File: src/rtl/i2ctrf_pkg.sv
`timescale 1ns / 1ps

package i2ctrf_pkg;

  // bus protocol phases of the target
  typedef enum logic [4:0] {
    PH_IDLE,
    PH_HIGH,
    PH_START,
    PH_ADDR_H,
    PH_ADDR_L,
    PH_ACK1_H,
    PH_ACK1_L,
    PH_REG_H,
    PH_REG_L,
    PH_NACK_H,
    PH_NACK_L,
    PH_ACK2_H,
    PH_ACK2_L,
    PH_D1_H,
    PH_D1_L_ONE,
    PH_D1_L_ZERO,
    PH_RS_WAIT,
    PH_DATA_H,
    PH_DATA_L,
    PH_ACK3_H,
    PH_ACK3_L,
    PH_RACK_H,
    PH_RACK_L,
    PH_TX_H,
    PH_TX_L,
    PH_MACK_H,
    PH_MACK_L
  } phase_e;

  localparam int unsigned ByteBits = 8;
  localparam int unsigned BitCntW  = 4;
  localparam int unsigned IndexW   = 3;
  localparam logic [7:0]  MsbMask  = 8'h80;

  // one sample of the two bus lines
  typedef struct packed {
    logic sda;
    logic scl;
  } line_sample_t;

  // one result, packed lowest field last
  typedef struct packed {
    logic              busy;
    logic [7:0]        store_value;
    logic [IndexW-1:0] store_index;
    logic              store_strobe;
    logic              sda_pull_low;
  } result_t;

endpackage

File: src/rtl/i2c_target_register_file.sv
`timescale 1ns / 1ps

// I2C target with a small register file. Each request carries one sample of
// SCL and SDA; each response carries the open-drain SDA drive after that
// sample, a store strobe with index and byte, and a busy flag. The block takes
// one sample per clock unless the output stalls: a two-entry queue sits in
// front of the protocol engine and a result register behind it, so an
// accepted sample passes through the queue, then the engine step into the
// result register. Register entries that were never written read back as
// their own index through per-entry written flags, so no clearing pass
// follows reset.
module i2c_target_register_file #(
  parameter int unsigned NUM_REGS = 8
) (
  input  logic        clk_i,
  input  logic        rst_ni,
  input  logic        cfg_we_i,
  input  logic [6:0]  cfg_wdata_i,     // own_address
  input  logic        s_axis_tvalid,
  output logic        s_axis_tready,
  input  logic [7:0]  s_axis_tdata,    // scl_level, sda_level, zero fill
  output logic        m_axis_tvalid,
  input  logic        m_axis_tready,
  output logic [15:0] m_axis_tdata     // sda_pull_low, store_strobe,
                                       // store_index[2:0], store_value[7:0],
                                       // busy_res, zero fill
);

  logic [6:0]                own_address_q;
  i2ctrf_pkg::line_sample_t  in_sample;
  i2ctrf_pkg::line_sample_t  q_sample;
  logic                      q_valid, q_ready;
  i2ctrf_pkg::result_t       res;

  // own address register
  always_ff @(posedge clk_i or negedge rst_ni) begin
    if (!rst_ni) begin
      own_address_q <= 7'd32;
    end else if (cfg_we_i) begin
      own_address_q <= cfg_wdata_i;
    end
  end

  assign in_sample.scl = s_axis_tdata[0];
  assign in_sample.sda = s_axis_tdata[1];

  // sample queue
  i2ctrf_front u_front (
    .clk_i        (clk_i),
    .rst_ni       (rst_ni),
    .in_valid_i   (s_axis_tvalid),
    .in_ready_o   (s_axis_tready),
    .in_sample_i  (in_sample),
    .out_valid_o  (q_valid),
    .out_ready_i  (q_ready),
    .out_sample_o (q_sample)
  );

  // protocol engine and register file
  i2ctrf_engine #(
    .NUM_REGS (NUM_REGS)
  ) u_engine (
    .clk_i         (clk_i),
    .rst_ni        (rst_ni),
    .own_address_i (own_address_q),
    .in_valid_i    (q_valid),
    .in_ready_o    (q_ready),
    .in_sample_i   (q_sample),
    .out_valid_o   (m_axis_tvalid),
    .out_ready_i   (m_axis_tready),
    .out_res_o     (res)
  );

  assign m_axis_tdata = {2'b00, res};

  // a stored byte is always inside a transaction and acked
  assert property (@(posedge clk_i) disable iff (!rst_ni)
    (m_axis_tvalid && res.store_strobe) |-> (res.busy && res.sda_pull_low))
    else $error("store strobe outside an acked transaction");

  // the queue only fills up behind a stalled result
  assert property (@(posedge clk_i) disable iff (!rst_ni)
    (!s_axis_tready && $past(s_axis_tready)) |-> $past(m_axis_tvalid && !m_axis_tready))
    else $error("sample queue filled without an output stall");

  // the engine never advances while its result register is blocked
  assert property (@(posedge clk_i) disable iff (!rst_ni)
    (m_axis_tvalid && !m_axis_tready) |-> !q_ready)
    else $error("engine stepped over a stalled result");

endmodule

File: src/rtl/i2ctrf_front.sv
`timescale 1ns / 1ps

module i2ctrf_front (
  input  logic                   clk_i,
  input  logic                   rst_ni,
  input  logic                   in_valid_i,
  output logic                   in_ready_o,
  input  i2ctrf_pkg::line_sample_t in_sample_i,
  output logic                   out_valid_o,
  input  logic                   out_ready_i,
  output i2ctrf_pkg::line_sample_t out_sample_o
);

  localparam int unsigned Depth = 2;

  i2ctrf_pkg::line_sample_t   buf_q [Depth];
  logic                       wr_ptr_q, wr_ptr_d;
  logic                       rd_ptr_q, rd_ptr_d;
  logic [1:0]                 count_q, count_d;
  logic                       push, pop;

  // handshakes on both sides of the queue
  assign in_ready_o   = (count_q != 2'(Depth));
  assign out_valid_o  = (count_q != 2'd0);
  assign push         = in_valid_i && in_ready_o;
  assign pop          = out_valid_o && out_ready_i;
  assign out_sample_o = buf_q[rd_ptr_q];

  // pointer and fill count update
  always_comb begin
    wr_ptr_d = push ? ~wr_ptr_q : wr_ptr_q;
    rd_ptr_d = pop ? ~rd_ptr_q : rd_ptr_q;
    count_d  = count_q;
    if (push && !pop) begin
      count_d = count_q + 2'd1;
    end else if (pop && !push) begin
      count_d = count_q - 2'd1;
    end
  end

  always_ff @(posedge clk_i or negedge rst_ni) begin
    if (!rst_ni) begin
      wr_ptr_q <= 1'b0;
      rd_ptr_q <= 1'b0;
      count_q  <= 2'd0;
    end else begin
      wr_ptr_q <= wr_ptr_d;
      rd_ptr_q <= rd_ptr_d;
      count_q  <= count_d;
    end
  end

  // sample storage
  always_ff @(posedge clk_i) begin
    if (push) begin
      buf_q[wr_ptr_q] <= in_sample_i;
    end
  end

endmodule

File: src/rtl/i2ctrf_engine.sv
`timescale 1ns / 1ps

module i2ctrf_engine #(
  parameter int unsigned NUM_REGS = 8
) (
  input  logic                     clk_i,
  input  logic                     rst_ni,
  input  logic [6:0]               own_address_i,
  input  logic                     in_valid_i,
  output logic                     in_ready_o,
  input  i2ctrf_pkg::line_sample_t in_sample_i,
  output logic                     out_valid_o,
  input  logic                     out_ready_i,
  output i2ctrf_pkg::result_t      out_res_o
);

  localparam int unsigned PtrW = (NUM_REGS > 1) ? $clog2(NUM_REGS) : 1;

  i2ctrf_pkg::phase_e                   phase_q, phase_d;
  logic [i2ctrf_pkg::ByteBits-1:0]      shift_q, shift_d;
  logic [i2ctrf_pkg::BitCntW-1:0]       cnt_q, cnt_d, cnt_inc;
  logic [PtrW-1:0]                      ptr_q, ptr_d;
  logic                                 wr_en;
  logic                                 step;
  logic                                 out_valid_q;
  i2ctrf_pkg::result_t                  res_q, res_d;
  logic [NUM_REGS-1:0]                  vld_q;
  logic [i2ctrf_pkg::ByteBits-1:0]      mem_q [NUM_REGS];
  logic [i2ctrf_pkg::ByteBits-1:0]      rd_q;
  logic [i2ctrf_pkg::ByteBits-1:0]      waddr, raddr;
  logic                                 scl, sda;

  assign scl     = in_sample_i.scl;
  assign sda     = in_sample_i.sda;
  assign waddr   = {own_address_i, 1'b0};
  assign raddr   = {own_address_i, 1'b1};
  assign cnt_inc = cnt_q + 4'd1;

  // one sample per cycle unless the result register is stalled
  assign in_ready_o  = !out_valid_q || out_ready_i;
  assign step        = in_valid_i && in_ready_o;
  assign out_valid_o = out_valid_q;
  assign out_res_o   = res_q;

  // next state of the protocol machine
  always_comb begin
    phase_d = phase_q;
    shift_d = shift_q;
    cnt_d   = cnt_q;
    ptr_d   = ptr_q;
    wr_en   = 1'b0;
    case (phase_q)
      i2ctrf_pkg::PH_IDLE: begin
        if (scl && sda) phase_d = i2ctrf_pkg::PH_HIGH;
      end
      i2ctrf_pkg::PH_HIGH: begin
        if (!scl) phase_d = i2ctrf_pkg::PH_IDLE;
        else if (!sda) phase_d = i2ctrf_pkg::PH_START;
      end
      i2ctrf_pkg::PH_START: begin
        if (sda) begin
          phase_d = scl ? i2ctrf_pkg::PH_HIGH : i2ctrf_pkg::PH_IDLE;
        end else if (!scl) begin
          shift_d = '0;
          cnt_d   = '0;
          phase_d = i2ctrf_pkg::PH_ADDR_H;
        end
      end
      i2ctrf_pkg::PH_ADDR_H: begin
        if (scl) begin
          shift_d = {shift_q[6:0], sda};
          cnt_d   = cnt_inc;
          phase_d = i2ctrf_pkg::PH_ADDR_L;
        end
      end
      i2ctrf_pkg::PH_ADDR_L: begin
        if (!scl) begin
          if (cnt_q < 4'(i2ctrf_pkg::ByteBits)) phase_d = i2ctrf_pkg::PH_ADDR_H;
          else if (shift_q == waddr) phase_d = i2ctrf_pkg::PH_ACK1_H;
          else if (shift_q == raddr) phase_d = i2ctrf_pkg::PH_RACK_H;
          else phase_d = i2ctrf_pkg::PH_IDLE;
        end
      end
      i2ctrf_pkg::PH_ACK1_H: begin
        if (scl) phase_d = i2ctrf_pkg::PH_ACK1_L;
      end
      i2ctrf_pkg::PH_ACK1_L: begin
        if (!scl) begin
          shift_d = '0;
          cnt_d   = '0;
          phase_d = i2ctrf_pkg::PH_REG_H;
        end
      end
      i2ctrf_pkg::PH_REG_H: begin
        if (scl) begin
          shift_d = {shift_q[6:0], sda};
          cnt_d   = cnt_inc;
          phase_d = i2ctrf_pkg::PH_REG_L;
        end
      end
      i2ctrf_pkg::PH_REG_L: begin
        if (!scl) begin
          if (cnt_q < 4'(i2ctrf_pkg::ByteBits)) begin
            phase_d = i2ctrf_pkg::PH_REG_H;
          end else if ({1'b0, shift_q} >= 9'(NUM_REGS)) begin
            phase_d = i2ctrf_pkg::PH_NACK_H;
          end else begin
            ptr_d   = PtrW'(shift_q);
            phase_d = i2ctrf_pkg::PH_ACK2_H;
          end
        end
      end
      i2ctrf_pkg::PH_NACK_H: begin
        if (scl) phase_d = i2ctrf_pkg::PH_NACK_L;
      end
      i2ctrf_pkg::PH_NACK_L: begin
        if (!scl) phase_d = i2ctrf_pkg::PH_IDLE;
      end
      i2ctrf_pkg::PH_ACK2_H: begin
        if (scl) phase_d = i2ctrf_pkg::PH_ACK2_L;
      end
      i2ctrf_pkg::PH_ACK2_L: begin
        if (!scl) begin
          shift_d = '0;
          cnt_d   = '0;
          phase_d = i2ctrf_pkg::PH_D1_H;
        end
      end
      i2ctrf_pkg::PH_D1_H: begin
        if (scl) begin
          shift_d = {shift_q[6:0], sda};
          cnt_d   = cnt_inc;
          phase_d = sda ? i2ctrf_pkg::PH_D1_L_ONE : i2ctrf_pkg::PH_D1_L_ZERO;
        end
      end
      i2ctrf_pkg::PH_D1_L_ONE: begin
        // falling data while the clock is high marks a repeated start
        if (!scl) phase_d = i2ctrf_pkg::PH_DATA_H;
        else if (!sda) phase_d = i2ctrf_pkg::PH_RS_WAIT;
      end
      i2ctrf_pkg::PH_D1_L_ZERO: begin
        if (!scl) phase_d = i2ctrf_pkg::PH_DATA_H;
      end
      i2ctrf_pkg::PH_RS_WAIT: begin
        if (!scl) begin
          shift_d = '0;
          cnt_d   = '0;
          phase_d = i2ctrf_pkg::PH_ADDR_H;
        end
      end
      i2ctrf_pkg::PH_DATA_H: begin
        if (scl) begin
          shift_d = {shift_q[6:0], sda};
          cnt_d   = cnt_inc;
          phase_d = i2ctrf_pkg::PH_DATA_L;
        end
      end
      i2ctrf_pkg::PH_DATA_L: begin
        if (!scl) begin
          phase_d = (cnt_q < 4'(i2ctrf_pkg::ByteBits)) ? i2ctrf_pkg::PH_DATA_H
                                                       : i2ctrf_pkg::PH_ACK3_H;
        end
      end
      i2ctrf_pkg::PH_ACK3_H: begin
        if (scl) begin
          wr_en   = 1'b1;
          phase_d = i2ctrf_pkg::PH_ACK3_L;
        end
      end
      i2ctrf_pkg::PH_ACK3_L: begin
        if (!scl) phase_d = i2ctrf_pkg::PH_IDLE;
      end
      i2ctrf_pkg::PH_RACK_H: begin
        if (scl) begin
          shift_d = rd_q;
          phase_d = i2ctrf_pkg::PH_RACK_L;
        end
      end
      i2ctrf_pkg::PH_RACK_L: begin
        if (!scl) begin
          cnt_d   = '0;
          phase_d = i2ctrf_pkg::PH_TX_H;
        end
      end
      i2ctrf_pkg::PH_TX_H: begin
        if (scl) phase_d = i2ctrf_pkg::PH_TX_L;
      end
      i2ctrf_pkg::PH_TX_L: begin
        if (!scl) begin
          shift_d = {shift_q[6:0], 1'b0};
          cnt_d   = cnt_inc;
          phase_d = (cnt_inc < 4'(i2ctrf_pkg::ByteBits)) ? i2ctrf_pkg::PH_TX_H
                                                         : i2ctrf_pkg::PH_MACK_H;
        end
      end
      i2ctrf_pkg::PH_MACK_H: begin
        if (scl) phase_d = i2ctrf_pkg::PH_MACK_L;
      end
      i2ctrf_pkg::PH_MACK_L: begin
        if (!scl) phase_d = i2ctrf_pkg::PH_IDLE;
      end
      default: begin
        phase_d = i2ctrf_pkg::PH_IDLE;
      end
    endcase
  end

  // result fields from the new phase
  always_comb begin
    res_d = '0;
    if (phase_d inside {i2ctrf_pkg::PH_ACK1_H, i2ctrf_pkg::PH_ACK1_L,
                        i2ctrf_pkg::PH_ACK2_H, i2ctrf_pkg::PH_ACK2_L,
                        i2ctrf_pkg::PH_ACK3_H, i2ctrf_pkg::PH_ACK3_L,
                        i2ctrf_pkg::PH_RACK_H, i2ctrf_pkg::PH_RACK_L}) begin
      res_d.sda_pull_low = 1'b1;
    end else if (phase_d inside {i2ctrf_pkg::PH_TX_H, i2ctrf_pkg::PH_TX_L}) begin
      res_d.sda_pull_low = ((shift_d & i2ctrf_pkg::MsbMask) == '0);
    end
    res_d.store_strobe = wr_en;
    res_d.store_index  = wr_en ? i2ctrf_pkg::IndexW'(ptr_q) : '0;
    res_d.store_value  = wr_en ? shift_q : '0;
    res_d.busy = !(phase_d inside {i2ctrf_pkg::PH_IDLE, i2ctrf_pkg::PH_HIGH,
                                   i2ctrf_pkg::PH_START});
  end

  // control state and written-entry flags
  always_ff @(posedge clk_i or negedge rst_ni) begin
    if (!rst_ni) begin
      phase_q     <= i2ctrf_pkg::PH_IDLE;
      shift_q     <= '0;
      cnt_q       <= '0;
      ptr_q       <= '0;
      out_valid_q <= 1'b0;
      vld_q       <= '0;
    end else begin
      if (step) begin
        phase_q <= phase_d;
        shift_q <= shift_d;
        cnt_q   <= cnt_d;
        ptr_q   <= ptr_d;
        if (wr_en) vld_q[ptr_q] <= 1'b1;
      end
      if (step) begin
        out_valid_q <= 1'b1;
      end else if (out_ready_i) begin
        out_valid_q <= 1'b0;
      end
    end
  end

  // result register
  always_ff @(posedge clk_i) begin
    if (step) res_q <= res_d;
  end

  // register file, unwritten entries read as their own index
  always_ff @(posedge clk_i) begin
    if (step && wr_en) begin
      mem_q[ptr_q] <= shift_q;
    end
    rd_q <= vld_q[ptr_q] ? mem_q[ptr_q] : i2ctrf_pkg::ByteBits'(ptr_q);
  end

endmodule

File: config.mk
export PLATFORM = sky130hd
export DESIGN_NAME = i2c_target_register_file
export DESIGN_NICKNAME = d
export VERILOG_FILES = /design/src/rtl/i2ctrf_pkg.sv /design/src/rtl/i2c_target_register_file.sv /design/src/rtl/i2ctrf_front.sv /design/src/rtl/i2ctrf_engine.sv
export SDC_FILE = /design/constraint.sdc
export NUM_CORES = 1
export LEC_CHECK = 0
export BUFFER_PORTS_ARGS = -buffer_cell sky130_fd_sc_hd__clkbuf_2
export CAP_MARGIN = 20
export CELL_PAD_IN_SITES_DETAIL_PLACEMENT = 1
export CELL_PAD_IN_SITES_GLOBAL_PLACEMENT = 1
export CORE_UTILIZATION = 53
export DETAILED_ROUTE_END_ITERATION = 8
export PLACE_DENSITY = 0.86
export SYNTH_ARGS = -nofsm -noshare
export SYNTH_HDL_FRONTEND = slang
export SYNTH_SLANG_ARGS = --single-unit
export TNS_END_PERCENT = 1
File: constraint.sdc
create_clock -name clk_i -period 4.9 [get_ports clk_i]
set_input_delay 0.49 -clock clk_i [delete_from_list [all_inputs] [get_ports clk_i]]
set_output_delay 0.49 -clock clk_i [all_outputs]
set_load 0.05 [all_outputs]
==> out/metrics.yaml <==
post_route_cells_drive_above_1_share_pct: 20.24
synth_xor_area_share_pct: 1.779
synthDominantAreaCellType: "edfxtp_1"
syn-mean-instance-area_um2: 11.92
critPathKind: "reg2reg"
final.fill_count: 1167
drt_wl_cell_um: 27.55
area_growth_syn_to_layout_pct: 13.29
grt.total_usage_pct: 33.51
worst-path-buf-inv: 3
post_synth_and_or_nand_nor_area_fraction_pct: 15.95
cp_top_family: "simple AND/OR/NAND/NOR gates"
antenna_violations_before_repair: 0
cts_max_level: 4
fin_setup_tns_ns: 0
floorplan.die_area_um2: 12520
gr-total-overflow: 0
core_area_um2: 11610
synth-edff-count: 82
async_set_or_reset_flop_fraction_in_the_synthesized_netlist_pct: 30.77
hold_class: "in2reg"
whs_ns: 0.2662
power.ir.vdd_worst_mv: 0.5106
layout_common_cells: "edfxtp_1, dfrtp_1, nor2_1, o21ai_0, clkbuf_2"
effective_utilization_at_floorplan_pct: 55.11
clock_tree_from_tritoncts: "done"
slew_headroom_pct: 20.99
clockBufferDepth: 2
vias: 5004
finalWirelength_um: 19730
cellPowerDensity_nw_per_um2: 632.6
cell_chain_of_the_critical_path: "inv_1 > nor4_2 > buf_4 > nand3b_1 > nor3_1 > buf_4"
drv_cap: 0
final_util_pct: 62.43
vias_per_cell: 6.989
critPathMaxFanout: 34
setup_viol_count_final: 0
synth_cell_types: 79
final_common_cell: "edfxtp_1"
clk_root_buffer_cell: "clkbuf_16"
cts-buffers-inserted: 17
synthTopCellsByArea: "edfxtp_1, dfrtp_1, o21ai_0"
syn-cell-area_um2: 6400
ys_seq_area_share_pct: 56.64
area.sequential_um2: 3625
worst_pin_slew_ns: 1.176
synth_flop_cell: "edfxtp_1"
synth_compound_gate_area_share_pct: 13.45
static_leakage_nw: 2.685
io_buffer_count: 29
grt_pass1_wl_um: 30750
hold_viol: 0
vias_in_the_first_global_route: 5390
timing_max_transition_violations_final: 0
syn_inst: 537
total_power_mw: 4.586
clk_latency_ns: 0.43
finClkSkew_ns: 0.01491
cts_resized: 0
synth.top_cell.area_share_pct: 38.48
fmaxAchievable_mhz: 261.5
crit_path_max_incr_delay_ns: 1.05
antenna_left: 0
synthAdderAreaFrac_pct: 0.3910
finish.net_count: 582
ctsHoldBuffers: 0
io_pins: 38
worst-endpoint-arrival_ns: 3.96
flip_flop_and_latch_count_after_synthesis: 130
gp_routability_congestion: 0.8799
dp.final_hpwl_um: 11310
die-height_um: 111.9
critPathRequiredTime_ns: 5.04
crit_path_start_kind: "register"
die_width_um: 111.9
clk_pin_slew_ns: 0.06
tritoncts_num_sinks: 130
number_of_design_rule_violations_left_by_the_first_detailed_router_iteration: 596
rsz0062_at_grt: "false"
post-route-period-util_pct: 78.04
footprint_of_the_multi_input_gates_um2: 2549
cts_setup_buffers: 0
period_needed_ns: 3.824
drcViolationCount: 0
largest_family_of_logic_cells_by_synthesized_area: "simple AND/OR/NAND/NOR gates"
num_rows: 39
cpMostUsedCell: "buf_4"
cp-end-kind: "register"
muxShareOfSynthArea_pct: 8.074
antennaDiodeCount: 0
drt-pass1-iter-count: 5
grt_max_degree: 42
critical_path.slowest_cell: "dfrtp_1"
yosys_warnings: 0
status: "complete, no violations"
==> power by group <==
part	switching [mW]	total [mW]	internal, mW
Combinational	1.12	1.64	0.522
Clock	0.506	1.33	0.828
Sequential	0.265	1.62	1.35
==> layout make-up <==
| cell class | instances | share of cell area, % |
|---|---|---|
| repair buffers | 42 | 3.555 |
| clock inverters | 12 | 2.123 |
| inverters | 8 | 0.4142 |
| flip-flops and latches | 130 | 49.99 |
| well taps | 143 | 2.468 |
| multi-input cells | 361 | 35.15 |
| clock buffers | 20 | 6.299 |
==> layer usage <==
layer,part of all wire (%),vias to the layer above,track usage (%)
met5,0,-,0
met4,4.1,0,20.27
li1,-,2076,-
met3,8.4,71,9.200
met1,39,2533,41.18
met2,48,324,52.96
==> synthesized netlist by cell type (all sizes together) (13+ instances only) <==
cell    instances
edfxtp         82
dfrtp          39
nor2           38
o21ai          37
nand2          25
a21oi          22
buf            22
nand2b         21
clkbuf         17
and2           16
mux2i          16
mux2           15
nand3          14
nor3           14
a22o           13
==> sequential cells by signal, indices dropped and copies added, names as in the netlist <==
signal and flops:
u_front.rd_ptr_q 1, u_front.count_q 2, u_front.wr_ptr_q 1, u_engine.rd_q 8, u_engine.out_res_o 14, u_engine.ptr_q 3
u_engine.phase_q 5, u_engine.cnt_q 4, u_engine.shift_q 8, u_front.buf_q 4, u_engine.out_valid_o 1, u_engine.mem_q 64
own_address_q 7, u_engine.vld_q 8
==> kinds of logic (layout without fill, tap and decap cells) <==
kind of cell    after synthesis  in the layout
other cells                   1              2
fa+ha+maj                     2              2
simple gates                182            182
buf+inv                      47             82
flops                       130            130
xor+xnor                     13             13
mux                          39             39
compound gates              123            123
==> path summary, 6_finish.rpt <==
path	start	to	slack, ns	depth (start not counted)
setup reg to reg	u_engine.phase_q[1]$_DFFE_PN0P_	u_engine.mem_q[0][4]$_DFFE_PP_	1.08	6
max in group asynchronous	rst_ni	own_address_q[5]$_DFFE_PN1P_	3.90	3
hold reg to reg	u_engine.vld_q[4]$_DFFE_PN0P_	u_engine.vld_q[4]$_DFFE_PN0P_	0.49	1
setup / recovery	u_engine.phase_q[1]$_DFFE_PN0P_	u_engine.mem_q[0][4]$_DFFE_PP_	1.08	6
min in group asynchronous	rst_ni	u_engine.phase_q[4]$_DFFE_PN0P_	0.46	2
hold / removal	s_axis_tdata[0]	u_front.buf_q[1][0]$_DFFE_PP_	0.27	1
==> per-stage QoR <==
| step | area [um^2] | std cells | setup WS [ns] |
|---|---|---|---|
| 6_report | 7251 | 716 | 1.076 |
| 5_1_grt | 7251 | 716 | 1.046 |
| 4_1_cts | 7221 | 714 | 1.157 |
| 3_5_place_dp | 6610 | 682 | 1.353 |
| 3_3_place_gp | 6610 | 682 | 1.712 |
| 2_1_floorplan | 6404 | 538 | 2.355 |
Note: power is estimated with default switching activity, not from simulation.
